--- src/hw/rtl/dtp_pkg.sv ---
// Types and constants shared by the duration text parser modules.
package dtp_pkg;

   // width of the seconds field of a result word
   localparam int SECONDS_W = 32;

   // unit word store: seven letters at most, length held in three bits
   localparam int UNIT_DEPTH = 7;
   localparam int UNIT_LEN_W = 3;

   // character codes
   localparam logic [7:0] CH_SPACE = 8'h20;
   localparam logic [7:0] CH_TAB   = 8'h09;
   localparam logic [7:0] CH_ZERO  = 8'h30;
   localparam logic [7:0] CH_NINE  = 8'h39;
   localparam logic [7:0] CH_LOW_A = 8'h61;
   localparam logic [7:0] CH_LOW_Z = 8'h7a;
   localparam logic [7:0] CASE_BIT = 8'h20;

   typedef struct packed {
      logic [7:0] ch;
      logic       end_of_string;
   } dtp_req_type;

   typedef struct packed {
      logic                 status;
      logic [SECONDS_W-1:0] seconds;
   } dtp_rsp_type;

   typedef enum logic [1:0] {
      PH_BETWEEN,
      PH_NUMBER,
      PH_AFTER_NUM,
      PH_UNIT
   } dtp_phase_type;

   typedef enum logic [1:0] {
      UNIT_NONE,
      UNIT_SEC,
      UNIT_MIN,
      UNIT_HOUR
   } dtp_unit_type;

   // one word handed from the input register to the parser
   typedef struct packed {
      logic        fire;
      dtp_req_type word;
   } dtp_step_type;

   // result of an end marker, produced in the cycle the marker is taken
   typedef struct packed {
      logic        done;
      dtp_rsp_type rsp;
   } dtp_result_type;

endpackage

--- src/hw/rtl/dtp_unit_match.sv ---
// Unit word recogniser: maps the stored lowercase letters to a unit code.
module dtp_unit_match (
   input  logic [7:0]                      unit_chars [dtp_pkg::UNIT_DEPTH],
   input  logic [dtp_pkg::UNIT_LEN_W-1:0]  unit_len,
   output dtp_pkg::dtp_unit_type           unit_code
);
   import dtp_pkg::*;

   localparam int TOP = 8 * UNIT_DEPTH;

   logic [TOP-1:0] word;

   // pack the letters, first letter in the top byte
   always_comb begin
      for (int i = 0; i < UNIT_DEPTH; i++) begin
         word[8*(UNIT_DEPTH-1-i) +: 8] = unit_chars[i];
      end
   end

   // compare the leading letters against each spelling of the given length
   always_comb begin
      unit_code = UNIT_NONE;
      unique case (unit_len)
         3'd1: begin
            if (word[TOP-1 -: 8] == "h") unit_code = UNIT_HOUR;
            else if (word[TOP-1 -: 8] == "m") unit_code = UNIT_MIN;
            else if (word[TOP-1 -: 8] == "s") unit_code = UNIT_SEC;
         end
         3'd2: begin
            if (word[TOP-1 -: 16] == "hr") unit_code = UNIT_HOUR;
         end
         3'd3: begin
            if (word[TOP-1 -: 24] == "hrs") unit_code = UNIT_HOUR;
            else if (word[TOP-1 -: 24] == "min") unit_code = UNIT_MIN;
            else if (word[TOP-1 -: 24] == "sec") unit_code = UNIT_SEC;
         end
         3'd4: begin
            if (word[TOP-1 -: 32] == "hour") unit_code = UNIT_HOUR;
            else if (word[TOP-1 -: 32] == "mins") unit_code = UNIT_MIN;
            else if (word[TOP-1 -: 32] == "secs") unit_code = UNIT_SEC;
         end
         3'd5: begin
            if (word[TOP-1 -: 40] == "hours") unit_code = UNIT_HOUR;
         end
         3'd6: begin
            if (word[TOP-1 -: 48] == "minute") unit_code = UNIT_MIN;
            else if (word[TOP-1 -: 48] == "second") unit_code = UNIT_SEC;
         end
         3'd7: begin
            if (word[TOP-1 -: 56] == "minutes") unit_code = UNIT_MIN;
            else if (word[TOP-1 -: 56] == "seconds") unit_code = UNIT_SEC;
         end
         default: begin
            unit_code = UNIT_NONE;
         end
      endcase
   end

endmodule

--- src/hw/rtl/dtp_parse_core.sv ---
// Parser state, digit accumulation, unit totals and end-of-string result.
module dtp_parse_core #(
   parameter int TOTAL_BITS = 32
) (
   input  logic                    clock,
   input  logic                    reset,
   input  dtp_pkg::dtp_step_type   step,
   output dtp_pkg::dtp_result_type result
);
   import dtp_pkg::*;

   localparam int TB = TOTAL_BITS;
   localparam int DW = TOTAL_BITS + 4;   // number times ten plus a digit
   localparam int PW = TOTAL_BITS + 12;  // number times 3600
   localparam int SW = PW + 4;           // scaled value times ten plus a digit

   dtp_phase_type phase_ff, phase_in;
   logic [TB-1:0] num_ff, num_in;
   logic [PW-1:0] n60_ff, n60_in;
   logic [PW-1:0] n3600_ff, n3600_in;
   logic [TB-1:0] total_ff, total_in;
   logic [7:0]    chars_ff [UNIT_DEPTH];
   logic [UNIT_LEN_W-1:0] len_ff, len_in;
   logic          first_ff, first_in;
   logic          found_ff, found_in;
   logic          err_ff, err_in;

   logic                  chars_we;
   logic [UNIT_LEN_W-1:0] chars_idx;

   logic [7:0] ch, lower;
   logic       eos, ev_char, ev_eos;
   logic       is_digit, is_alpha, is_blank;
   logic [3:0] digit;

   logic [TB-1:0] num_base;
   logic [PW-1:0] n60_base, n3600_base;
   logic [DW-1:0] nb, dig_dw, num_wide;
   logic [SW-1:0] s60b, s3600b, d_ext, n60_wide, n3600_wide;
   logic          digit_ovf;

   dtp_unit_type  unit_code;
   logic [PW-1:0] prod;
   logic [TB:0]   sum;
   logic          unit_fail;

   logic          bare_end, unit_end, final_err;
   logic [TB-1:0] total_after;
   logic [SECONDS_W-1:0] sec_word;

   // decode the word
   assign ch       = step.word.ch;
   assign eos      = step.word.end_of_string;
   assign lower    = ch | CASE_BIT;
   assign ev_eos   = step.fire && eos;
   assign ev_char  = step.fire && !eos && !err_ff;
   assign is_digit = (ch >= CH_ZERO) && (ch <= CH_NINE);
   assign is_alpha = (lower >= CH_LOW_A) && (lower <= CH_LOW_Z);
   assign is_blank = (ch == CH_SPACE) || (ch == CH_TAB);
   assign digit    = ch[3:0];

   // a fresh number starts from zero; only a running number keeps its value
   assign num_base   = (phase_ff == PH_NUMBER) ? num_ff   : '0;
   assign n60_base   = (phase_ff == PH_NUMBER) ? n60_ff   : '0;
   assign n3600_base = (phase_ff == PH_NUMBER) ? n3600_ff : '0;

   // number times ten plus digit, with overflow above the total range
   assign nb        = {4'b0000, num_base};
   assign dig_dw    = {{(DW-4){1'b0}}, digit};
   assign num_wide  = (nb << 3) + (nb << 1) + dig_dw;
   assign digit_ovf = |num_wide[DW-1:TB];

   // keep the number pre-scaled by 60 and 3600 so a unit needs no multiplier
   assign s60b       = {4'b0000, n60_base};
   assign s3600b     = {4'b0000, n3600_base};
   assign d_ext      = {{(SW-4){1'b0}}, digit};
   assign n60_wide   = (s60b << 3) + (s60b << 1) + (d_ext << 6) - (d_ext << 2);
   assign n3600_wide = (s3600b << 3) + (s3600b << 1)
                     + (d_ext << 12) - (d_ext << 9) + (d_ext << 4);

   dtp_unit_match u_unit_match (
      .unit_chars (chars_ff),
      .unit_len   (len_ff),
      .unit_code  (unit_code)
   );

   // select the scaled number for the unit and add it to the total
   always_comb begin
      unique case (unit_code)
         UNIT_HOUR: prod = n3600_ff;
         UNIT_MIN:  prod = n60_ff;
         UNIT_SEC:  prod = {12'h000, num_ff};
         UNIT_NONE: prod = '0;
      endcase
   end

   assign sum       = {1'b0, total_ff} + {1'b0, prod[TB-1:0]};
   assign unit_fail = (unit_code == UNIT_NONE) || (|prod[PW-1:TB]) || sum[TB];

   // next phase
   always_comb begin
      phase_in = phase_ff;
      if (ev_eos) begin
         phase_in = PH_BETWEEN;
      end else if (ev_char) begin
         unique case (phase_ff)
            PH_BETWEEN: begin
               if (is_digit) phase_in = PH_NUMBER;
            end
            PH_NUMBER, PH_AFTER_NUM: begin
               if (phase_ff == PH_NUMBER && is_digit) phase_in = PH_NUMBER;
               else if (is_blank) phase_in = PH_AFTER_NUM;
               else if (is_alpha) phase_in = PH_UNIT;
            end
            PH_UNIT: begin
               if (!is_alpha && !unit_fail) begin
                  if (is_blank) phase_in = PH_BETWEEN;
                  else if (is_digit) phase_in = PH_NUMBER;
               end
            end
         endcase
      end
   end

   // next accumulators, unit letters and flags
   always_comb begin
      num_in    = num_ff;
      n60_in    = n60_ff;
      n3600_in  = n3600_ff;
      total_in  = total_ff;
      len_in    = len_ff;
      first_in  = first_ff;
      found_in  = found_ff;
      err_in    = err_ff;
      chars_we  = 1'b0;
      chars_idx = len_ff;
      if (ev_eos) begin
         num_in   = '0;
         n60_in   = '0;
         n3600_in = '0;
         total_in = '0;
         len_in   = '0;
         first_in = 1'b1;
         found_in = 1'b0;
         err_in   = 1'b0;
      end else if (ev_char) begin
         unique case (phase_ff)
            PH_BETWEEN: begin
               if (is_digit) begin
                  if (digit_ovf) begin
                     err_in = 1'b1;
                  end else begin
                     num_in   = num_wide[TB-1:0];
                     n60_in   = n60_wide[PW-1:0];
                     n3600_in = n3600_wide[PW-1:0];
                     len_in   = '0;
                  end
               end else if (!is_blank) begin
                  err_in = 1'b1;
               end
            end
            PH_NUMBER, PH_AFTER_NUM: begin
               if (phase_ff == PH_NUMBER && is_digit) begin
                  if (digit_ovf) begin
                     err_in = 1'b1;
                  end else begin
                     num_in   = num_wide[TB-1:0];
                     n60_in   = n60_wide[PW-1:0];
                     n3600_in = n3600_wide[PW-1:0];
                  end
               end else if (is_alpha) begin
                  chars_we  = 1'b1;
                  chars_idx = '0;
                  len_in    = UNIT_LEN_W'(1);
               end else if (!is_blank) begin
                  err_in = 1'b1;
               end
            end
            PH_UNIT: begin
               if (is_alpha) begin
                  if (len_ff == UNIT_LEN_W'(UNIT_DEPTH)) begin
                     err_in = 1'b1;
                  end else begin
                     chars_we = 1'b1;
                     len_in   = len_ff + UNIT_LEN_W'(1);
                  end
               end else if (unit_fail) begin
                  err_in = 1'b1;
               end else begin
                  // close the token, then look at what follows it
                  total_in = sum[TB-1:0];
                  found_in = 1'b1;
                  first_in = 1'b0;
                  len_in   = '0;
                  if (is_digit) begin
                     if (digit_ovf) begin
                        err_in = 1'b1;
                     end else begin
                        num_in   = num_wide[TB-1:0];
                        n60_in   = n60_wide[PW-1:0];
                        n3600_in = n3600_wide[PW-1:0];
                     end
                  end else if (!is_blank) begin
                     err_in = 1'b1;
                  end
               end
            end
         endcase
      end
   end

   // result at the end marker: close a pending bare number or unit
   always_comb begin
      bare_end  = (phase_ff == PH_NUMBER) || (phase_ff == PH_AFTER_NUM);
      unit_end  = (phase_ff == PH_UNIT);
      final_err = err_ff || (bare_end && !first_ff) || (unit_end && unit_fail)
                || !(found_ff || bare_end || unit_end);
      if (bare_end) begin
         total_after = num_ff;
      end else if (unit_end) begin
         total_after = sum[TB-1:0];
      end else begin
         total_after = total_ff;
      end
   end

   generate
      if (TB >= SECONDS_W) begin : g_sec_trunc
         assign sec_word = total_after[SECONDS_W-1:0];
      end else begin : g_sec_ext
         assign sec_word = {{(SECONDS_W-TB){1'b0}}, total_after};
      end
   endgenerate

   assign result.done        = ev_eos;
   assign result.rsp.status  = final_err;
   assign result.rsp.seconds = final_err ? '0 : sec_word;

   // control state
   always_ff @(posedge clock) begin
      if (reset) begin
         phase_ff <= PH_BETWEEN;
         num_ff   <= '0;
         n60_ff   <= '0;
         n3600_ff <= '0;
         total_ff <= '0;
         len_ff   <= '0;
         first_ff <= 1'b1;
         found_ff <= 1'b0;
         err_ff   <= 1'b0;
      end else begin
         phase_ff <= phase_in;
         num_ff   <= num_in;
         n60_ff   <= n60_in;
         n3600_ff <= n3600_in;
         total_ff <= total_in;
         len_ff   <= len_in;
         first_ff <= first_in;
         found_ff <= found_in;
         err_ff   <= err_in;
      end
   end

   // unit letters, lowercased, written at the current length
   always_ff @(posedge clock) begin
      for (int i = 0; i < UNIT_DEPTH; i++) begin
         if (chars_we && chars_idx == UNIT_LEN_W'(i)) begin
            chars_ff[i] <= lower;
         end
      end
   end

   a_eos_clears: assert property (@(posedge clock) disable iff (reset)
      ev_eos |=> phase_ff == PH_BETWEEN && first_ff && !found_ff && !err_ff)
      else $error("parser state not cleared after end marker");

   a_err_sticky: assert property (@(posedge clock) disable iff (reset)
      err_ff && !ev_eos |=> err_ff)
      else $error("error flag dropped before end marker");

   a_unit_len: assert property (@(posedge clock) disable iff (reset)
      phase_ff == PH_UNIT && !err_ff |-> len_ff != '0)
      else $error("unit phase with no stored letter");

endmodule

--- src/hw/rtl/duration_text_parser.sv ---
// Top level of the duration text parser: input register, parser, result register.
//
//   channel   ports                                   moves
//   req       req_valid  req_ready  req_data  (in)    one character or end marker per word
//   rsp       rsp_valid  rsp_ready  rsp_data  (out)   status and seconds, one per end marker
//
// One word is taken every cycle unless an end marker is stalled. A word lands in the input
// register; a character is parsed in the next cycle, an end marker once the result slot is
// free, and its result is registered at the end of that cycle. Reset is synchronous and
// returns the parser to the between-tokens state. While a result waits, characters keep
// flowing; an end marker holds in the input register until the result is taken.
module duration_text_parser #(
   parameter int TOTAL_BITS = 32
) (
   input  logic                clock,
   input  logic                reset,
   input  logic                req_valid,
   output logic                req_ready,
   input  dtp_pkg::dtp_req_type req_data,
   output logic                rsp_valid,
   input  logic                rsp_ready,
   output dtp_pkg::dtp_rsp_type rsp_data
);
   import dtp_pkg::*;

   logic           in_valid_ff, in_valid_in;
   dtp_req_type    in_word_ff;
   logic           rsp_valid_ff, rsp_valid_in;
   dtp_rsp_type    rsp_word_ff;
   logic           out_free, advance;
   dtp_step_type   step;
   dtp_result_type result;

   // advance a character at once, an end marker only into a free result slot
   assign out_free  = !rsp_valid_ff || rsp_ready;
   assign advance   = in_valid_ff && (!in_word_ff.end_of_string || out_free);
   assign req_ready = !in_valid_ff || advance;

   always_comb begin
      in_valid_in = in_valid_ff;
      if (req_valid && req_ready) in_valid_in = 1'b1;
      else if (advance) in_valid_in = 1'b0;
   end

   always_ff @(posedge clock) begin
      if (reset) begin
         in_valid_ff <= 1'b0;
      end else begin
         in_valid_ff <= in_valid_in;
      end
   end

   // hold the input word until it advances
   always_ff @(posedge clock) begin
      if (req_valid && req_ready) begin
         in_word_ff <= req_data;
      end
   end

   assign step.fire = advance;
   assign step.word = in_word_ff;

   dtp_parse_core #(
      .TOTAL_BITS (TOTAL_BITS)
   ) u_parse_core (
      .clock  (clock),
      .reset  (reset),
      .step   (step),
      .result (result)
   );

   // result register
   always_comb begin
      rsp_valid_in = rsp_valid_ff;
      if (result.done) rsp_valid_in = 1'b1;
      else if (rsp_ready) rsp_valid_in = 1'b0;
   end

   always_ff @(posedge clock) begin
      if (reset) begin
         rsp_valid_ff <= 1'b0;
      end else begin
         rsp_valid_ff <= rsp_valid_in;
      end
   end

   always_ff @(posedge clock) begin
      if (result.done) begin
         rsp_word_ff <= result.rsp;
      end
   end

   assign rsp_valid = rsp_valid_ff;
   assign rsp_data  = rsp_word_ff;

   a_no_overwrite: assert property (@(posedge clock) disable iff (reset)
      result.done |-> out_free)
      else $error("result produced while result register is occupied");

   a_in_hold: assert property (@(posedge clock) disable iff (reset)
      in_valid_ff && !advance |=> in_valid_ff && $stable(in_word_ff))
      else $error("stalled input word lost or changed");

   a_eos_waits: assert property (@(posedge clock) disable iff (reset)
      in_valid_ff && in_word_ff.end_of_string && rsp_valid_ff && !rsp_ready |-> !req_ready)
      else $error("input taken while end marker stalled");

endmodule

--- config.mk ---
export PLATFORM = sky130hd
export DESIGN_NAME = duration_text_parser
export DESIGN_NICKNAME = d
export VERILOG_FILES = /design/src/hw/rtl/dtp_pkg.sv /design/src/hw/rtl/dtp_unit_match.sv /design/src/hw/rtl/dtp_parse_core.sv /design/src/hw/rtl/duration_text_parser.sv
export SDC_FILE = /design/constraint.sdc
export NUM_CORES = 1
export LEC_CHECK = 0
export ABC_AREA = 0
export BUFFER_PORTS_ARGS = -buffer_cell sky130_fd_sc_hd__buf_2
export CAP_MARGIN = 15
export CELL_PAD_IN_SITES_DETAIL_PLACEMENT = 1
export CELL_PAD_IN_SITES_GLOBAL_PLACEMENT = 2
export CORE_MARGIN = 8
export CORE_UTILIZATION = 43
export CTS_CLUSTER_DIAMETER = 150
export CTS_CLUSTER_SIZE = 12
export DETAILED_ROUTE_END_ITERATION = 12
export GPL_TIMING_DRIVEN = 0
export PLACE_DENSITY = 0.95
export SYNTH_ARGS = -nofsm -noshare
export SYNTH_HDL_FRONTEND = slang
export SYNTH_HIERARCHICAL = 1
export SYNTH_SLANG_ARGS = --single-unit
--- constraint.sdc ---
create_clock -name clock -period 17.7 [get_ports clock]
set_clock_uncertainty 0.2 [all_clocks]
set_input_delay 0 -clock clock [delete_from_list [all_inputs] [get_ports clock]]
set_output_delay 0 -clock clock [all_outputs]
set_load 0.05 [all_outputs]
==> results.json <==
{
  "post_layout_total_power_w": 0.00121,
  "antenna_found_initial": 0,
  "grt_setup_unrepaired": "false",
  "number_of_nets_at_the_end_of_the_flow": 3133,
  "worstSkewPairLatency_ns": 0.59,
  "post_synth_fa_ha_maj_area_fraction_pct": 19.6,
  "postSynth.asyncResetShare_pct": 0,
  "numPlacedInstances": 3416,
  "synth_flop_cell": "dfxtp_1",
  "place_hpwl_mm": 62.2,
  "clock_tree.root_cell": "clkbuf_16",
  "cap_viol_max_count": 0,
  "netlist-cell-type-count": 93,
  "insertedDiodeCount": 0,
  "critPathMaxFanout": 14,
  "arrival_ns": 9.13,
  "die_w_um": 242,
  "synthTopCellsByCount": "ha_1, a21oi_1, nand2_1",
  "cp-end-kind": "register",
  "num_rows": 83,
  "worst_slew_margin_rel_pct": 18.9,
  "clock_tree.buffer_depth": 3,
  "wl_per_cell_um": 22.6,
  "die_height_um": 242,
  "worst_slew_pin_slew_ns": 1.22,
  "antenna_violating_nets_post_route": 0,
  "post-route-period-util_pct": 50.1,
  "multi_input_combinational_cell_area_um2": 15000,
  "area_delta_synth_final_pct": 9.16,
  "hold_violation_total_from_the_final_report": 0,
  "power_density_nw_per_um2": 50.3,
  "grt_max_degree": 35,
  "place.gp.congestion": 0.957,
  "synthesis.yosys.warnings": 6,
  "detail_route.iter0.violations": 1211,
  "first_global_vias": 21619,
  "num_vias": 20726,
  "cts_max_level": 1,
  "die-area_um2": 58800,
  "post_synth_instance_area_um2": 22000,
  "initial_core_util_pct": 43.2,
  "drc_errors": 0,
  "clock_sink_count": 245,
  "setup_viol": 0,
  "regToRegStartpoint": "u_parse_core/len_ff[1]",
  "share_of_cells_above_drive_strength_1_pct": 5.29,
  "io_pins": 48,
  "synthTopCellsByArea": "ha_1, dfxtp_1, edfxtp_1, a21oi_1, nand2_1",
  "min_from": "reset",
  "timing_worst_setup_path_type": "reg2reg",
  "clock_pin_slew_of_the_registers_on_the_worst_case_setup_and_hold_paths_ns": 0.07,
  "yosysTopAreaCell": "ha_1",
  "fin_max_slew_vios": 0,
  "synth_top_family_by_area": "compound AO/OA/AOI/OAI gates",
  "io_buffer_count": 47,
  "synth-compound-area-share_pct": 22.5,
  "drt-total-wl_mm": 78.5,
  "post_dr_vias_cell": 5.96,
  "maxClockFrequency_mhz": 113,
  "tns_ns": 0,
  "vdd.ir_drop.worst_uv": 55.2,
  "start_kind": "register",
  "grt_first_pass_wirelength_mm": 124,
  "synth_most_common_cell": "ha_1",
  "synth_area_in_xor_xnor_pct": 4.93,
  "detailedRoute.firstPassIterationCount": 5,
  "fillers": 6244,
  "synthSimpleGateAreaFrac_pct": 17.9,
  "final_cells": 3476,
  "cts_tree": "done",
  "worst_setup_path_startpoint": "u_parse_core/len_ff[1]",
  "tritoncts.num_buffers": 24,
  "syn_avg_cell_area_um2": 8.22,
  "top_area_cell_type_share_of_the_netlist_area_pct": 18.1,
  "syn-instance-count": 2681,
  "fin_util_pct": 47.2,
  "core_um2": 51000,
  "gr-total-overflow": 0,
  "synth_enable_flop_cells": 91,
  "status": "completed",
  "min_period_ns": 8.87,
  "area.sequential_um2": 5820,
  "cp.required_ns": 17.97,
  "synth-seq-area-share_pct": 26.4,
  "leakage_power_nw": 10.7,
  "synth.mux.area_fraction_pct": 2.65,
  "global_route.usage.total_pct": 25.9,
  "worst_min_delay_path_category": "in2reg",
  "synth-seq-cells": 245
}
==> report_power, final <==
part | internal, W | switching, W | total (W) | leakage [nW]
Clock | 0.000250 | 0.000241 | 0.000491 | 0.320
Combinational | 0.0000428 | 0.0000838 | 0.000127 | 8.28
Sequential | 0.000587 | 0.00000645 | 0.000593 | 2.07
Total | 0.000880 | 0.000331 | 0.00121 | 10.7
==> critical path: stages, from the launching register on <==
cell,delay (ns)
dfxtp_1,0.61
nand2b_1,0.12
nor4_1,0.34
nand4b_2,0.16
o21ba_1,0.19
o311ai_1,0.78
buf_1,0.63
clkbuf_1,0.61
mux2_2,0.45
a22o_1,0.22
ha_1,0.38
a21oi_1,0.22
nand2_1,0.08
o21ai_1,0.30
o21ai_1,0.25
a31o_2,0.33
a31oi_1,0.55
a21oi_1,0.37
nor2_1,0.37
clkbuf_1,0.58
clkbuf_1,0.64
nand3_1,0.15
a21oi_1,0.19
==> cells in the final DEF, fill, tap and decap left out, types with 16 or more instances in the layout <==
cell type	Yosys	routed
a211oi_1	44	44
a21o_1	99	99
a21oi_1	283	283
a22o_1	31	31
a31oi_1	17	17
and2_1	45	45
and3_1	27	27
buf_2	4	51
clkbuf_1	114	125
clkbuf_16	0	24
dfxtp_1	154	154
dlygate4sd3_1	0	23
edfxtp_1	91	91
fa_1	17	17
ha_1	318	318
inv_1	199	199
mux2_2	34	34
mux2i_1	20	20
nand2_1	271	271
nand2b_1	18	18
nand3_1	119	119
nand4_1	29	29
nor2_1	132	132
nor2b_1	21	21
nor3_1	35	34
nor4_1	17	17
o211ai_1	17	17
o21a_1	16	16
o21ai_0	152	152
o21bai_1	18	18
o22ai_1	17	17
xnor2_1	87	87
xor2_1	37	37
==> cell families after synthesis <==
kind of cell             after synthesis
AO/OA/AOI/OAI                        790
XOR/XNOR                             124
adder cells (fa/ha/maj)              335
buffers and inverters                337
flip-flops                           245
multiplexers                          54
other                                  1
AND/OR/NAND/NOR                      795
==> worst paths after layout <==
path              cells past startpoint                       end  slack (ns)
setup / recovery                     22   u_parse_core/n60_ff[43]        8.83
hold / removal                        3                 rsp_valid        0.08
setup reg to reg                     22   u_parse_core/n60_ff[43]        8.83
hold reg to reg                       2  u_parse_core/total_ff[6]        0.28
==> flip-flops by register name (all words and copies together), names as in the netlist, 2 cells and up <==
name / cells
u_parse_core/chars_ff: 49
u_parse_core/n60_ff: 41
u_parse_core/n3600_ff: 40
rsp_data: 33
u_parse_core/total_ff: 32
u_parse_core/num_ff: 31
in_word_ff: 9
u_parse_core/len_ff: 3
u_parse_core/phase_ff: 2
==> cell type report <==
| cell class | instances | area share [%] |
|---|---|---|
| Tap cell | 680 | 3.54 |
| Clock buffer | 35 | 2.67 |
| Inverter | 200 | 3.12 |
| Multi-Input combinational cell | 2107 | 62.1 |
| Sequential cell | 245 | 24.2 |
| Clock inverter | 2 | 0.104 |
| Timing Repair Buffer | 70 | 1.93 |
| Buffer | 137 | 2.31 |
==> layer usage <==
metal | vias to the layer above | share of wire [%] | track usage, %
met5 | - | 0 | 0
met4 | 0 | 3.3 | 8.16
met3 | 120 | 4.4 | 3.05
met2 | 449 | 47 | 44.8
met1 | 10287 | 45 | 33.2
li1 | 9870 | - | -
==> per-stage QoR <==
step | area [µm²] | worst slack [ns] | hold slack, ns
after CTS | 24100 | 8.99 | 0.0703
final | 24100 | 8.83 | 0.0784
after global routing | 24100 | 8.42 | 0.0998
after detailed placement | 23200 | 9.07 | -0.0217
after global placement | 23200 | 8.72 | -0.0204
after floorplan | 22100 | 11.79 | -0.138
==> timing repair <==
| item | CTS | global route |
|---|---|---|
| buffers inserted | 0 | 0 |
| hold buffers | 23 | 0 |
| resized for setup | 0 | 0 |
| endpoints found under the hold margin | 21 | 0 |
(Power assumes the default switching activity.)
